==> src/rtl/core/fog_state_selector_unit_assert.svh <==
// Assertion macros for the fog state selector RTL.
`ifndef FOG_STATE_SELECTOR_UNIT_ASSERT_SVH
`define FOG_STATE_SELECTOR_UNIT_ASSERT_SVH
`ifndef SYNTHESIS
`define FSS_ASSERT_NOW(label, clk, rstn, ante, cons) \
    label: assert property (@(posedge clk) disable iff (!rstn) (ante) |-> (cons)) \
        else $error("fog state selector check failed");
`define FSS_ASSERT_NEXT(label, clk, rstn, ante, cons) \
    label: assert property (@(posedge clk) disable iff (!rstn) (ante) |=> (cons)) \
        else $error("fog state selector check failed");
`else
`define FSS_ASSERT_NOW(label, clk, rstn, ante, cons)
`define FSS_ASSERT_NEXT(label, clk, rstn, ante, cons)
`endif
`endif

==> src/rtl/core/fss_pkg.sv <==
// Types, constants and register indexes of the fog state selector.
`default_nettype none
package fss_pkg;

    localparam int unsigned LIGHT_W    = 8;
    localparam int unsigned COLOR_W    = 24;
    localparam int unsigned BASE_W     = 8;
    localparam int unsigned DEN_W      = 9;
    localparam int unsigned PROD_W     = 16;
    localparam int unsigned CFG_IDX_W  = 3;
    localparam int unsigned CFG_DATA_W = 24;

    // Density curve knees and fixed values.
    localparam logic [LIGHT_W-1:0] CURVE_KNEE      = 8'd164;
    localparam logic [LIGHT_W-1:0] CURVE_END       = 8'd230;
    localparam logic [BASE_W-1:0]  DEFAULT_DENSITY = 8'd70;
    localparam logic [BASE_W-1:0]  MIN_INV_LIGHT   = 8'd30;
    localparam logic [COLOR_W-1:0] GREY_COLOR      = 24'h808080;

    // Reciprocals for the two constant divisions of the curve. Both are
    // rounded up and exact over the numerator ranges that can occur.
    localparam int unsigned KNEE_SHIFT = 23;
    localparam int unsigned KNEE_DIV   = 164;
    localparam logic [15:0] KNEE_RECIP =
        16'(((1 << KNEE_SHIFT) + KNEE_DIV - 1) / KNEE_DIV);
    localparam int unsigned SPAN_SHIFT = 20;
    localparam int unsigned SPAN_DIV   = 66;
    localparam logic [13:0] SPAN_RECIP =
        14'(((1 << SPAN_SHIFT) + SPAN_DIV - 1) / SPAN_DIV);

    // Queue between the classifier and the command stage.
    localparam int unsigned QUEUE_DEPTH = 2;
    localparam int unsigned QPTR_W      = $clog2(QUEUE_DEPTH);
    localparam int unsigned QCNT_W      = $clog2(QUEUE_DEPTH + 1);

    // Configuration register indexes.
    localparam logic [CFG_IDX_W-1:0] REG_LEVEL_DENSITY    = 3'd0;
    localparam logic [CFG_IDX_W-1:0] REG_OUTSIDE_COLOR    = 3'd1;
    localparam logic [CFG_IDX_W-1:0] REG_OUTSIDE_DEFINED  = 3'd2;
    localparam logic [CFG_IDX_W-1:0] REG_OUTSIDE_DENSITY  = 3'd3;
    localparam logic [CFG_IDX_W-1:0] REG_FADE_TABLE_MODE  = 3'd4;
    localparam logic [CFG_IDX_W-1:0] REG_DEPTH_FOG_ENABLE = 3'd5;
    localparam logic [CFG_IDX_W-1:0] REG_FIXED_COLORMAP   = 3'd6;

    typedef enum logic [1:0] {
        ACT_NONE    = 2'd0,
        ACT_DISABLE = 2'd1,
        ACT_ENABLE  = 2'd2
    } action_t;

    // How the second front stage finishes the density.
    typedef enum logic [1:0] {
        CURVE_NONE = 2'd0,
        CURVE_LOW  = 2'd1,
        CURVE_HIGH = 2'd2
    } curve_t;

    typedef struct packed {
        logic [BASE_W-1:0]  level_density;
        logic [COLOR_W-1:0] outside_color;
        logic               outside_defined;
        logic [BASE_W-1:0]  outside_density;
        logic               fade_table_mode;
        logic               depth_fog_enable;
        logic               fixed_colormap;
    } cfg_t;

    // Register values after reset: depth fog on, everything else clear.
    localparam cfg_t CFG_RESET = '{
        level_density:    '0,
        outside_color:    '0,
        outside_defined:  1'b0,
        outside_density:  '0,
        fade_table_mode:  1'b0,
        depth_fog_enable: 1'b1,
        fixed_colormap:   1'b0
    };

    typedef struct packed {
        logic [COLOR_W-1:0] color;
        logic [DEN_W-1:0]   density;
    } item_t;

endpackage
`default_nettype wire

==> src/rtl/core/fog_state_selector_unit.sv <==
// Top level of the fog state selector: configuration registers and datapath.
`default_nettype none
`include "fog_state_selector_unit_assert.svh"

// The fog state selector takes one polygon beat per clock on the s_ channel
// while s_ready is high (light level, fog colour, additive-blend and skybox
// flags) and returns exactly one command beat per polygon on the m_ channel,
// in order. Each result says whether fog must be disabled or enabled and
// whether a new colour or a new integer density must be written; the block
// keeps the last colour and density it sent and only asks for a write when
// the value changes. Sustained throughput is one beat per cycle while
// m_ready stays high. A beat passes three registers: the classifier
// register, which also forms the light curve product and is loaded at the
// edge that accepts the beat, the two-entry queue, and the command output
// register, which presents its result. The classifier keeps accepting while
// a result waits for m_ready; it only stalls once its own register, the
// queue and the output register are all full. The seven fog registers are
// written through cfg_we, cfg_index and cfg_wdata, take effect on the next
// beat and must only be changed while no beat is in flight. Indexes beyond
// the register list are ignored. After reset fog is enabled by register, no
// colour or density is cached, and the first beat that needs fog reports an
// enable.
module fog_state_selector_unit (
    input  wire logic                           aclk,
    input  wire logic                           aresetn,
    input  wire logic                           cfg_we,
    input  wire logic [fss_pkg::CFG_IDX_W-1:0]  cfg_index,
    input  wire logic [fss_pkg::CFG_DATA_W-1:0] cfg_wdata,
    input  wire logic                           s_valid,
    output logic                                s_ready,
    input  wire logic [fss_pkg::LIGHT_W-1:0]    s_light_level,
    input  wire logic [fss_pkg::COLOR_W-1:0]    s_fog_color,
    input  wire logic                           s_additive_blend,
    input  wire logic                           s_in_skybox,
    output logic                                m_valid,
    input  wire logic                           m_ready,
    output logic [1:0]                          m_fog_action,
    output logic                                m_color_write,
    output logic [fss_pkg::COLOR_W-1:0]         m_color_value,
    output logic                                m_density_write,
    output logic [fss_pkg::DEN_W-1:0]          m_density_value
);

    // Configuration registers. Depth fog is on after reset; the rest clear.
    fss_pkg::cfg_t cfg_reg, cfg_next;

    always_comb begin
        cfg_next = cfg_reg;
        if (cfg_we) begin
            unique case (cfg_index)
                fss_pkg::REG_LEVEL_DENSITY:
                    cfg_next.level_density = cfg_wdata[fss_pkg::BASE_W-1:0];
                fss_pkg::REG_OUTSIDE_COLOR:
                    cfg_next.outside_color = cfg_wdata[fss_pkg::COLOR_W-1:0];
                fss_pkg::REG_OUTSIDE_DEFINED:
                    cfg_next.outside_defined = cfg_wdata[0];
                fss_pkg::REG_OUTSIDE_DENSITY:
                    cfg_next.outside_density = cfg_wdata[fss_pkg::BASE_W-1:0];
                fss_pkg::REG_FADE_TABLE_MODE:
                    cfg_next.fade_table_mode = cfg_wdata[0];
                fss_pkg::REG_DEPTH_FOG_ENABLE:
                    cfg_next.depth_fog_enable = cfg_wdata[0];
                fss_pkg::REG_FIXED_COLORMAP:
                    cfg_next.fixed_colormap = cfg_wdata[0];
                default: begin
                    cfg_next = cfg_reg;
                end
            endcase
        end
    end

    always_ff @(posedge aclk) begin
        if (!aresetn) begin
            cfg_reg <= fss_pkg::CFG_RESET;
        end else begin
            cfg_reg <= cfg_next;
        end
    end

    // The classifier hands finished colour and density pairs to the queue.
    logic           q_valid;
    logic           q_ready;
    fss_pkg::item_t q_item;
    logic           b_valid;
    logic           b_ready;
    fss_pkg::item_t b_item;

    fss_front u_front (
        .aclk             (aclk),
        .aresetn          (aresetn),
        .cfg              (cfg_reg),
        .s_valid          (s_valid),
        .s_ready          (s_ready),
        .s_light_level    (s_light_level),
        .s_fog_color      (s_fog_color),
        .s_additive_blend (s_additive_blend),
        .s_in_skybox      (s_in_skybox),
        .q_valid          (q_valid),
        .q_ready          (q_ready),
        .q_item           (q_item)
    );

    fss_queue u_queue (
        .aclk      (aclk),
        .aresetn   (aresetn),
        .in_valid  (q_valid),
        .in_ready  (q_ready),
        .in_item   (q_item),
        .out_valid (b_valid),
        .out_ready (b_ready),
        .out_item  (b_item)
    );

    // The command stage owns the colour and density cache.
    fss_back u_back (
        .aclk             (aclk),
        .aresetn          (aresetn),
        .depth_fog_enable (cfg_reg.depth_fog_enable),
        .in_valid         (b_valid),
        .in_ready         (b_ready),
        .in_item          (b_item),
        .m_valid          (m_valid),
        .m_ready          (m_ready),
        .m_fog_action     (m_fog_action),
        .m_color_write    (m_color_write),
        .m_color_value    (m_color_value),
        .m_density_write  (m_density_write),
        .m_density_value  (m_density_value)
    );

    // A disable command never comes with a colour or density write.
    `FSS_ASSERT_NOW(a_disable_no_write, aclk, aresetn, m_valid && (m_fog_action == fss_pkg::ACT_DISABLE), !m_color_write && !m_density_write)
    // Both caches are dropped together, so an enable always rewrites both.
    `FSS_ASSERT_NOW(a_enable_writes_both, aclk, aresetn, m_valid && (m_fog_action == fss_pkg::ACT_ENABLE), m_color_write && m_density_write)
    // A density of zero must turn into a disable, never into a write.
    `FSS_ASSERT_NOW(a_density_write_nonzero, aclk, aresetn, m_valid && m_density_write, m_density_value != '0)
    // Every accepted polygon is offered to the queue on the next cycle.
    `FSS_ASSERT_NEXT(a_accept_reaches_queue, aclk, aresetn, s_valid && s_ready, q_valid)

endmodule
`default_nettype wire

==> src/rtl/core/fss_front.sv <==
// Front end: classifies each polygon and works out its fog colour and density.
`default_nettype none
module fss_front (
    input  wire logic                         aclk,
    input  wire logic                         aresetn,
    input  wire fss_pkg::cfg_t                cfg,
    input  wire logic                         s_valid,
    output logic                              s_ready,
    input  wire logic [fss_pkg::LIGHT_W-1:0]  s_light_level,
    input  wire logic [fss_pkg::COLOR_W-1:0]  s_fog_color,
    input  wire logic                         s_additive_blend,
    input  wire logic                         s_in_skybox,
    output logic                              q_valid,
    input  wire logic                         q_ready,
    output fss_pkg::item_t                    q_item
);

    logic                         s1_valid_reg, s1_valid_next;
    fss_pkg::curve_t              s1_curve_reg, s1_curve_next;
    logic [fss_pkg::BASE_W-1:0]   s1_base_reg, s1_base_next;
    logic [fss_pkg::PROD_W-1:0]   s1_prod_reg, s1_prod_next;
    logic [fss_pkg::COLOR_W-1:0]  s1_color_reg, s1_color_next;
    logic                         s1_skybox_reg, s1_skybox_next;

    logic [fss_pkg::BASE_W-1:0]   d_base;
    logic [fss_pkg::BASE_W-1:0]   half_base;
    logic [fss_pkg::BASE_W-1:0]   outside_base;
    logic [fss_pkg::BASE_W-1:0]   inv_light;
    logic [fss_pkg::BASE_W-1:0]   mul_a, mul_b;
    logic                         accept;

    logic [31:0]                  knee_full;
    logic [27:0]                  span_full;
    logic [fss_pkg::BASE_W-1:0]   knee_quot;
    logic [fss_pkg::BASE_W-1:0]   span_quot;
    logic [fss_pkg::BASE_W-1:0]   d8;
    logic [fss_pkg::DEN_W-1:0]    density;

    assign s_ready = !s1_valid_reg || q_ready;
    assign accept  = s_valid && s_ready;

    // Stage one: pick the density source and start the curve product.
    always_comb begin
        d_base       = (cfg.level_density != '0) ? cfg.level_density
                                                 : fss_pkg::DEFAULT_DENSITY;
        half_base    = d_base >> 1;
        outside_base = ((cfg.outside_density != '0) ? cfg.outside_density : d_base) >> 1;
        inv_light    = ~s_light_level;
        mul_a        = '0;
        mul_b        = '0;
        s1_curve_next = fss_pkg::CURVE_NONE;
        s1_base_next  = '0;

        if (cfg.fade_table_mode) begin
            s1_base_next = fss_pkg::DEFAULT_DENSITY;
        end else if (cfg.fixed_colormap) begin
            s1_base_next = '0;
        end else if (s_fog_color == '0) begin
            if (s_light_level < fss_pkg::CURVE_KNEE) begin
                s1_curve_next = fss_pkg::CURVE_LOW;
                s1_base_next  = half_base;
                mul_a         = d_base;
                mul_b         = fss_pkg::CURVE_KNEE - s_light_level;
            end else if (s_light_level < fss_pkg::CURVE_END) begin
                s1_curve_next = fss_pkg::CURVE_HIGH;
                s1_base_next  = half_base;
                mul_a         = half_base;
                mul_b         = s_light_level - fss_pkg::CURVE_KNEE;
            end else begin
                s1_base_next = '0;
            end
        end else if (cfg.outside_defined && (s_fog_color == cfg.outside_color)) begin
            s1_base_next = outside_base;
        end else if ((cfg.level_density >> 1) != '0) begin
            s1_base_next = cfg.level_density >> 1;
        end else begin
            s1_base_next = (inv_light < fss_pkg::MIN_INV_LIGHT) ? fss_pkg::MIN_INV_LIGHT
                                                                : inv_light;
        end

        s1_prod_next   = fss_pkg::PROD_W'(mul_a) * fss_pkg::PROD_W'(mul_b);
        s1_color_next  = cfg.fade_table_mode ? fss_pkg::GREY_COLOR : s_fog_color;
        if (s_additive_blend) begin
            s1_color_next = '0;
        end
        s1_skybox_next = s_in_skybox;
        s1_valid_next  = s_ready ? s_valid : s1_valid_reg;
    end

    always_ff @(posedge aclk) begin
        if (!aresetn) begin
            s1_valid_reg <= 1'b0;
        end else begin
            s1_valid_reg <= s1_valid_next;
        end
    end

    always_ff @(posedge aclk) begin
        if (accept) begin
            s1_curve_reg  <= s1_curve_next;
            s1_base_reg   <= s1_base_next;
            s1_prod_reg   <= s1_prod_next;
            s1_color_reg  <= s1_color_next;
            s1_skybox_reg <= s1_skybox_next;
        end
    end

    // Stage two: constant divisions by reciprocal, curve finish, skybox boost.
    always_comb begin
        knee_full = {16'b0, s1_prod_reg} * {16'b0, fss_pkg::KNEE_RECIP};
        span_full = {14'b0, s1_prod_reg[13:0]} * {14'b0, fss_pkg::SPAN_RECIP};
        knee_quot = knee_full[fss_pkg::KNEE_SHIFT +: fss_pkg::BASE_W];
        span_quot = span_full[fss_pkg::SPAN_SHIFT +: fss_pkg::BASE_W];

        unique case (s1_curve_reg)
            fss_pkg::CURVE_LOW:  d8 = s1_base_reg + knee_quot;
            fss_pkg::CURVE_HIGH: d8 = s1_base_reg - span_quot;
            default:             d8 = s1_base_reg;
        endcase

        density = {1'b0, d8};
        if (s1_skybox_reg) begin
            density = {1'b0, d8} + {2'b0, d8[fss_pkg::BASE_W-1:1]};
        end
    end

    assign q_valid        = s1_valid_reg;
    assign q_item.color   = s1_color_reg;
    assign q_item.density = density;

endmodule
`default_nettype wire

==> src/rtl/core/fss_queue.sv <==
// Short queue that decouples the classifier from the command stage.
`default_nettype none
module fss_queue (
    input  wire logic            aclk,
    input  wire logic            aresetn,
    input  wire logic            in_valid,
    output logic                 in_ready,
    input  wire fss_pkg::item_t  in_item,
    output logic                 out_valid,
    input  wire logic            out_ready,
    output fss_pkg::item_t       out_item
);

    fss_pkg::item_t                 entry_reg [fss_pkg::QUEUE_DEPTH];
    logic [fss_pkg::QPTR_W-1:0]     wr_ptr_reg, wr_ptr_next;
    logic [fss_pkg::QPTR_W-1:0]     rd_ptr_reg, rd_ptr_next;
    logic [fss_pkg::QCNT_W-1:0]     count_reg, count_next;
    logic                           push, pop;

    assign in_ready  = (count_reg != fss_pkg::QCNT_W'(fss_pkg::QUEUE_DEPTH));
    assign out_valid = (count_reg != '0);
    assign out_item  = entry_reg[rd_ptr_reg];
    assign push      = in_valid && in_ready;
    assign pop       = out_valid && out_ready;

    always_comb begin
        wr_ptr_next = wr_ptr_reg;
        rd_ptr_next = rd_ptr_reg;
        count_next  = count_reg;
        if (push) begin
            wr_ptr_next = (wr_ptr_reg == fss_pkg::QPTR_W'(fss_pkg::QUEUE_DEPTH - 1))
                        ? '0 : wr_ptr_reg + 1'b1;
        end
        if (pop) begin
            rd_ptr_next = (rd_ptr_reg == fss_pkg::QPTR_W'(fss_pkg::QUEUE_DEPTH - 1))
                        ? '0 : rd_ptr_reg + 1'b1;
        end
        if (push && !pop) begin
            count_next = count_reg + 1'b1;
        end else if (pop && !push) begin
            count_next = count_reg - 1'b1;
        end
    end

    always_ff @(posedge aclk) begin
        if (!aresetn) begin
            wr_ptr_reg <= '0;
            rd_ptr_reg <= '0;
            count_reg  <= '0;
        end else begin
            wr_ptr_reg <= wr_ptr_next;
            rd_ptr_reg <= rd_ptr_next;
            count_reg  <= count_next;
        end
    end

    always_ff @(posedge aclk) begin
        if (push) begin
            entry_reg[wr_ptr_reg] <= in_item;
        end
    end

endmodule
`default_nettype wire

==> src/rtl/core/fss_back.sv <==
// Back end: compares against the cached fog state and issues the commands.
`default_nettype none
module fss_back (
    input  wire logic                        aclk,
    input  wire logic                        aresetn,
    input  wire logic                        depth_fog_enable,
    input  wire logic                        in_valid,
    output logic                             in_ready,
    input  wire fss_pkg::item_t              in_item,
    output logic                             m_valid,
    input  wire logic                        m_ready,
    output logic [1:0]                       m_fog_action,
    output logic                             m_color_write,
    output logic [fss_pkg::COLOR_W-1:0]      m_color_value,
    output logic                             m_density_write,
    output logic [fss_pkg::DEN_W-1:0]        m_density_value
);

    logic                         m_valid_reg, m_valid_next;
    fss_pkg::action_t             action_reg, action_next;
    logic                         cw_reg, cw_next;
    logic [fss_pkg::COLOR_W-1:0]  cv_reg, cv_next;
    logic                         dw_reg, dw_next;
    logic [fss_pkg::DEN_W-1:0]    dv_reg, dv_next;

    logic                         color_valid_reg, color_valid_next;
    logic [fss_pkg::COLOR_W-1:0]  color_reg, color_next;
    logic                         den_valid_reg, den_valid_next;
    logic [fss_pkg::DEN_W-1:0]    den_reg, den_next;

    logic                         pop;
    logic                         fog_off;
    logic                         color_diff;
    logic                         den_diff;

    assign in_ready = !m_valid_reg || m_ready;
    assign pop      = in_valid && in_ready;

    always_comb begin
        fog_off    = (in_item.density == '0) || !depth_fog_enable;
        color_diff = !color_valid_reg || (color_reg != in_item.color);
        den_diff   = !den_valid_reg || (den_reg != in_item.density);

        action_next      = fss_pkg::ACT_NONE;
        cw_next          = 1'b0;
        cv_next          = '0;
        dw_next          = 1'b0;
        dv_next          = '0;
        color_valid_next = color_valid_reg;
        color_next       = color_reg;
        den_valid_next   = den_valid_reg;
        den_next         = den_reg;

        if (fog_off) begin
            action_next      = fss_pkg::ACT_DISABLE;
            color_valid_next = 1'b0;
            den_valid_next   = 1'b0;
        end else begin
            if (color_diff) begin
                if (!color_valid_reg) begin
                    action_next = fss_pkg::ACT_ENABLE;
                end
                cw_next          = 1'b1;
                cv_next          = in_item.color;
                color_next       = in_item.color;
                color_valid_next = 1'b1;
            end
            if (den_diff) begin
                dw_next        = 1'b1;
                dv_next        = in_item.density;
                den_next       = in_item.density;
                den_valid_next = 1'b1;
            end
        end

        m_valid_next = in_ready ? in_valid : m_valid_reg;
    end

    always_ff @(posedge aclk) begin
        if (!aresetn) begin
            m_valid_reg     <= 1'b0;
            color_valid_reg <= 1'b0;
            den_valid_reg   <= 1'b0;
        end else begin
            m_valid_reg <= m_valid_next;
            if (pop) begin
                color_valid_reg <= color_valid_next;
                den_valid_reg   <= den_valid_next;
            end
        end
    end

    always_ff @(posedge aclk) begin
        if (pop) begin
            action_reg <= action_next;
            cw_reg     <= cw_next;
            cv_reg     <= cv_next;
            dw_reg     <= dw_next;
            dv_reg     <= dv_next;
            color_reg  <= color_next;
            den_reg    <= den_next;
        end
    end

    assign m_valid         = m_valid_reg;
    assign m_fog_action    = action_reg;
    assign m_color_write   = cw_reg;
    assign m_color_value   = cv_reg;
    assign m_density_write = dw_reg;
    assign m_density_value = dv_reg;

endmodule
`default_nettype wire
==> config.mk <==
export PLATFORM = sky130hd
export DESIGN_NAME = fog_state_selector_unit
export DESIGN_NICKNAME = d
export VERILOG_FILES = /design/src/rtl/core/fss_pkg.sv /design/src/rtl/core/fog_state_selector_unit.sv /design/src/rtl/core/fss_front.sv /design/src/rtl/core/fss_queue.sv /design/src/rtl/core/fss_back.sv
export VERILOG_INCLUDE_DIRS = /design/src /design/src/rtl/core
export SDC_FILE = /design/constraint.sdc
export NUM_CORES = 1
export LEC_CHECK = 0
export ABC_AREA = 1
export BUFFER_PORTS_ARGS = -buffer_cell sky130_fd_sc_hd__buf_4
export CORE_MARGIN = 1.5
export CORE_UTILIZATION = 40
export CTS_CLUSTER_DIAMETER = 100
export DETAILED_ROUTE_END_ITERATION = 16
export PLACE_DENSITY = 0.52
export SYNTH_ARGS = -nofsm -noshare
export SYNTH_HDL_FRONTEND = slang
export SYNTH_HIERARCHICAL = 1
export SYNTH_SLANG_ARGS = --single-unit
==> constraint.sdc <==
create_clock -name aclk -period 11 [get_ports aclk]
set_input_delay 1.1 -clock aclk [delete_from_list [all_inputs] [get_ports aclk]]
set_output_delay 1.1 -clock aclk [all_outputs]
set_load 0.02 [all_outputs]
Word-level counts from Yosys, hierarchy flattened:

Memories as Yosys holds them, arrays and structs flattened. A register that Yosys moved wholly into a read port is not among the register bits.
Index checks and enable logic that the tools add are counted.

* register bits after elaboration: 173
* RAM bits: 66
* output and inout port bits: 39
* logic and storage cells: 147
* memories: 1

Memory list
* u_queue.entry_reg: depth 2, bits a word 33, read ports 1, clocked after Yosys merged registers in 1, wr ports 1, line fss_queue.sv:14 `fss_pkg::item_t entry_reg [fss_pkg::QUEUE_DEPTH];`

* $add $sub $neg: 9
* multiply operators: 3
* $lt $le $gt $ge: 3
* equal/unequal tests: 12
* muxes and demuxes: 39
* bitwise gates (word level): 5
* reduce and logical (&&, ||, !) cells: 45

Operator list (number)
* two-way mux 8 bit: 16
* multiplier 16 x 16 -> 31 bit (second input constant): 1
* equality test 24 bit: 1
* zero test 24 bit: 1
* multiplier 14 x 10 -> 24 bit (second input constant): 1
* two-way mux 24 bit: 1
* inequality test 24 bit: 1
* nonzero test 8 bit: 3
* AND reduction 2 bit: 9
* < comparator 8 bit (second input constant): 2
* multiplier 8 x 8 -> 16 bit: 1
* one-hot mux 8 bit (2 select lines): 1
* two-way mux 1 bit: 14
* two-way mux 7 bit: 2
* adder 8 x 7 -> 9 bit: 1
* equality test 3 bit (second input constant): 3
* zero test 9 bit: 1
* two-way mux 9 bit: 1
* inequality test 9 bit: 1
* adder 8 bit: 1
* < comparator 8 x 5 -> 1 bit (second input constant): 1
* two-way mux 2 bit: 4
* inverter 8 bit: 1
* nonzero test 2 bit: 4
* 20 further kinds: 44

Depth between registers and ports, before layout:

* word-level depth: 8
* mapped depth: 49
* mapped depth without buffers: 49

Modules after synthesis:

The synthesis kept the hierarchy.

Modules (own cells, without submodules)
* fss_front: instances 1, cells an instance 1762, area each 13579.3 um^2
* fss_back: instances 1, cells an instance 275, area each 3061.7 um^2
* fss_queue: instances 1, cells an instance 140, area each 2777.7 um^2
* fog_state_selector_unit: instances 1, cells an instance 274, area each 1876.8 um^2

Worst setup path after synthesis:

OpenSTA, ideal clock, no wires.

* path kind: register to register
* start point: register u_front/s1_prod_reg[11] (netlist name)
* end point: memory u_queue/entry_reg[0][7] (netlist name) (data pin)
* setup time: 0.262 ns
* arrival time: 7.603 ns
* path slack: 3.135 ns
* cell stages (with the launch flop): 44
* path buffers: 0
* clock period less this slack: 7.865 ns
* cell sequence: edfxtp_1 > inv_1 > fa_1 > inv_1 > ha_1 > inv_1 > fa_1 > inv_1 > fa_1 > fa_1 > inv_1 > fa_1 > inv_1 > ha_1 > nand2_1 > inv_1 > a21oi_1 > nand2_1 > [8 not listed] > a21oi_1 > nor2_1 > o21ai_0 > nand2_1 > a21o_1 > a21oi_1 > inv_1 > nand2_1 > nand3_1 > nand2_1 > nand2_2 > ha_1 > inv_1 > nor2_1 > nand2_1 > nand3_1 > nand2_1 > xnor2_1

RTL lines
* start: declaration: line fss_front.sv:21 `logic [fss_pkg::PROD_W-1:0] s1_prod_reg, s1_prod_next;`
* start signal: assignment: line fss_front.sv:102 `s1_prod_reg <= s1_prod_next;`
* end: declaration: line fss_queue.sv:14

==> flow_summary.yaml <==
outcome:
  status: "finished, final reports clean"
grt:
  grt_first_pass_wirelength_mm: 82.0
  grt_overflow: 0
  track_usage: 0.191
  grt_pass1_vias: 15400
  grt_max_degree: 52
  antenna_found_initial: 2
run:
  max_cap_violations: 0
power:
  swShare: 0.502
  combPwrFrac: 0.703
  max-vdd-ir-drop_mv: 0.218
  power_frac_seq: 0.182
  p_clk_frac: 0.115
  p_leak_nw: 11.9
  power.density_nw_per_um2: 329
  p_int_mw: 3.89
  p_sw_mw: 3.91
setup_path:
  worstRegToRegCells: 43
  critical_path.startpoint: "u_front/s1_prod_reg[8]$_DFFE_PP_"
  slowest_delay_ns: 0.68
  worstPathArrival_ns: 8.91
  startpoint_type: "flop"
  cp-end-kind: "flop"
  reg2reg_from: "u_front/s1_prod_reg[8]$_DFFE_PP_"
  critPathSlowestCell: "edfxtp_1"
  worstPathRequired_ns: 11.31
  critPathMaxFanout: 9
  critical_path_class: "reg -> reg"
sta:
  fin_crit_sh: 0.781
  rsz0062_at_grt: "false"
  tightestPinTransition_ns: 0.823
  fin_crit_ns: 8.59
  slew_headroom: 0.445
  maxSlewViolCount: 0
  setup_viol: 0
  hold_viol_final: 0
  hold-worst-slack_ns: 0.436
  skew_ns: 0.0184
  tns_ns: 0
  max_freq_ghz: 0.116
finish:
  fin_nets: 3037
  final_area_um2: 23700
  fill_cells: 5206
  area_delta_synth_final_pct: 11.3
  fin_cells: 3277
  drive_above_1_share: 0.100
  fin_util: 0.451
  largest_reg_flops: 66
detailed_routing:
  wl_per_cell_um: 15.8
  wl_mm: 51.7
  antenna_left: 0
  vias_per_cell: 4.78
  vias: 15700
  first_pass_iters: 5
  drc: 0
  drt-initial-drc-count: 828
synth:
  synth_compound_area_frac: 0.0531
  synth_nets: 2922
  synthesis.area_um2: 21300
  synth-xor-area-share: 0.0193
  syn_area_per_cell_um2: 8.69
  synth_ff_type: "edfxtp_1"
  yosys_warnings: 6
  synth_top_cells_by_area: "edfxtp_1, fa_1, ha_1, inv_1, nand2_1"
  synth_top_cell_by_area: "edfxtp_1"
  seq_area_frac_synth: 0.314
  synth_top_family_by_area: "adder cells"
  synth_top_area_frac: 0.264
  synthCells: 2451
  ys_top_cells_by_count: "inv_1, nand2_1, nor2_1"
  synth_most_common_cell: "inv_1"
  synthSimpleGateAreaFrac: 0.186
  synthAdderAreaFrac: 0.296
  yosys.cell_types.count: 57
  synth-edff-count: 187
  synth-seq-cells: 240
  synth-async-reset-ratio: 0
  muxShareOfSynthArea: 0.0227
die:
  die_w_um: 234
  start_util: 0.405
  rows: 84
  core_um2: 52600
  die_h_um: 234
  die_area_um2: 54600
  ios: 105
clocking:
  ctsLongestPathBuffers: 3
  postCtsSetupBuffers: 0
  clk_pin_slew_ns: 0.06
  hold_buffers: 0
  clk_latency_ns: 0.57
  ctsResizeCount: 0
  htreeDepth: 1
  cts_tree: "yes"
  cts_buffers: 28
  clock_sinks: 240
  cts_root_buf: "clkbuf_16"
placement:
  io_buffer_count: 104
  placed_cell_area_um2: 22800
  placedCellCount: 3224
  place_congestion: 0.926
  hpwl_mm: 43.4
hold_path:
  worstHoldStart: "u_front/s1_color_reg[0]$_SDFFCE_PP0P_"
  hold_path_class: "reg -> reg"
  hold_path_depth: 0
layout make-up:
cell class	instances	area, um2	area share
clock inverters	19	174	0.00734
well taps	688	861	0.0363
flip-flops and latches	240	6680	0.282
inverters	562	2110	0.0890
diodes	1	2.50	0.000106
clock buffers	33	733	0.0309
multi-input cells	1623	12300	0.519
repair buffers	111	833	0.0352
cell usage in the layout, fill, tap and decap left out, types with 7 or more instances in the layout:
master and count:
inv_1 551, mux2_4 30, or2_2 17, o21ai_1 7
a21oi_1 77, nor3_1 17, inv_2 11, o22ai_1 8
clkbuf_16 28, xor2_1 32, dfxtp_1 52, o21ai_0 67
nand4_1 23, ha_1 240, edfxtp_1 187, nor2_1 291
nor2_2 18, buf_4 111, nand2_1 428, fa_1 165
nand3_1 100, nor4_1 9, xnor2_1 15, nand2_2 12
per-stage QoR:
stage | power, mW | setup slack, ns
floorplan | 5.57 | 3.13
global placement | 6.87 | 2.51
detailed placement | 6.94 | 2.35
CTS | 7.90 | 2.36
global route | 8.75 | 1.74
finish | 7.80 | 2.41
path summary, 6_finish.rpt:
path | to | slack (ns)
hold reg to reg | u_queue/entry_reg[1][9]$_DFFE_PP_ | 0.44
setup / recovery | u_queue/entry_reg[1][7]$_DFFE_PP_ | 2.41
setup reg to reg | u_queue/entry_reg[1][7]$_DFFE_PP_ | 2.41
hold / removal | u_queue/entry_reg[1][9]$_DFFE_PP_ | 0.44
kinds of logic (layout without fill, tap and decap cells):
family / count (synthesis) / in the layout
buf+inv: 588 / 725
fa+ha+maj: 405 / 405
xor+xnor: 47 / 47
flops: 240 / 240
compound gates: 201 / 201
other cells: 0 / 1
simple gates: 937 / 937
mux: 33 / 33
metal layers:
metal  up-vias  share of wire  track usage
met4         0          0.024       0.0491
met1      7376           0.48        0.272
met5         -              0            0
li1       7957              -            -
met3        72          0.034       0.0202
met2       267           0.46        0.311
power groups by stage:
stage,logic [mW],clock network [mW],registers (mW)
detailed placement,5.50,0,1.44
floorplan,4.06,0,1.51
global route,6.34,0.965,1.44
global placement,5.44,0,1.43
CTS,5.55,0.927,1.42
finish,5.48,0.900,1.42
critical path, delay by kind of cell (launching register included):
kind / cells / cell delay, ns
xor+xnor: 1 / 0.14
simple gates: 16 / 1.46
flops: 1 / 0.68
compound gates: 7 / 1.28
fa+ha+maj: 10 / 4.12
buf+inv: 9 / 0.65
Note: power is estimated with default switching activity, not from simulation.
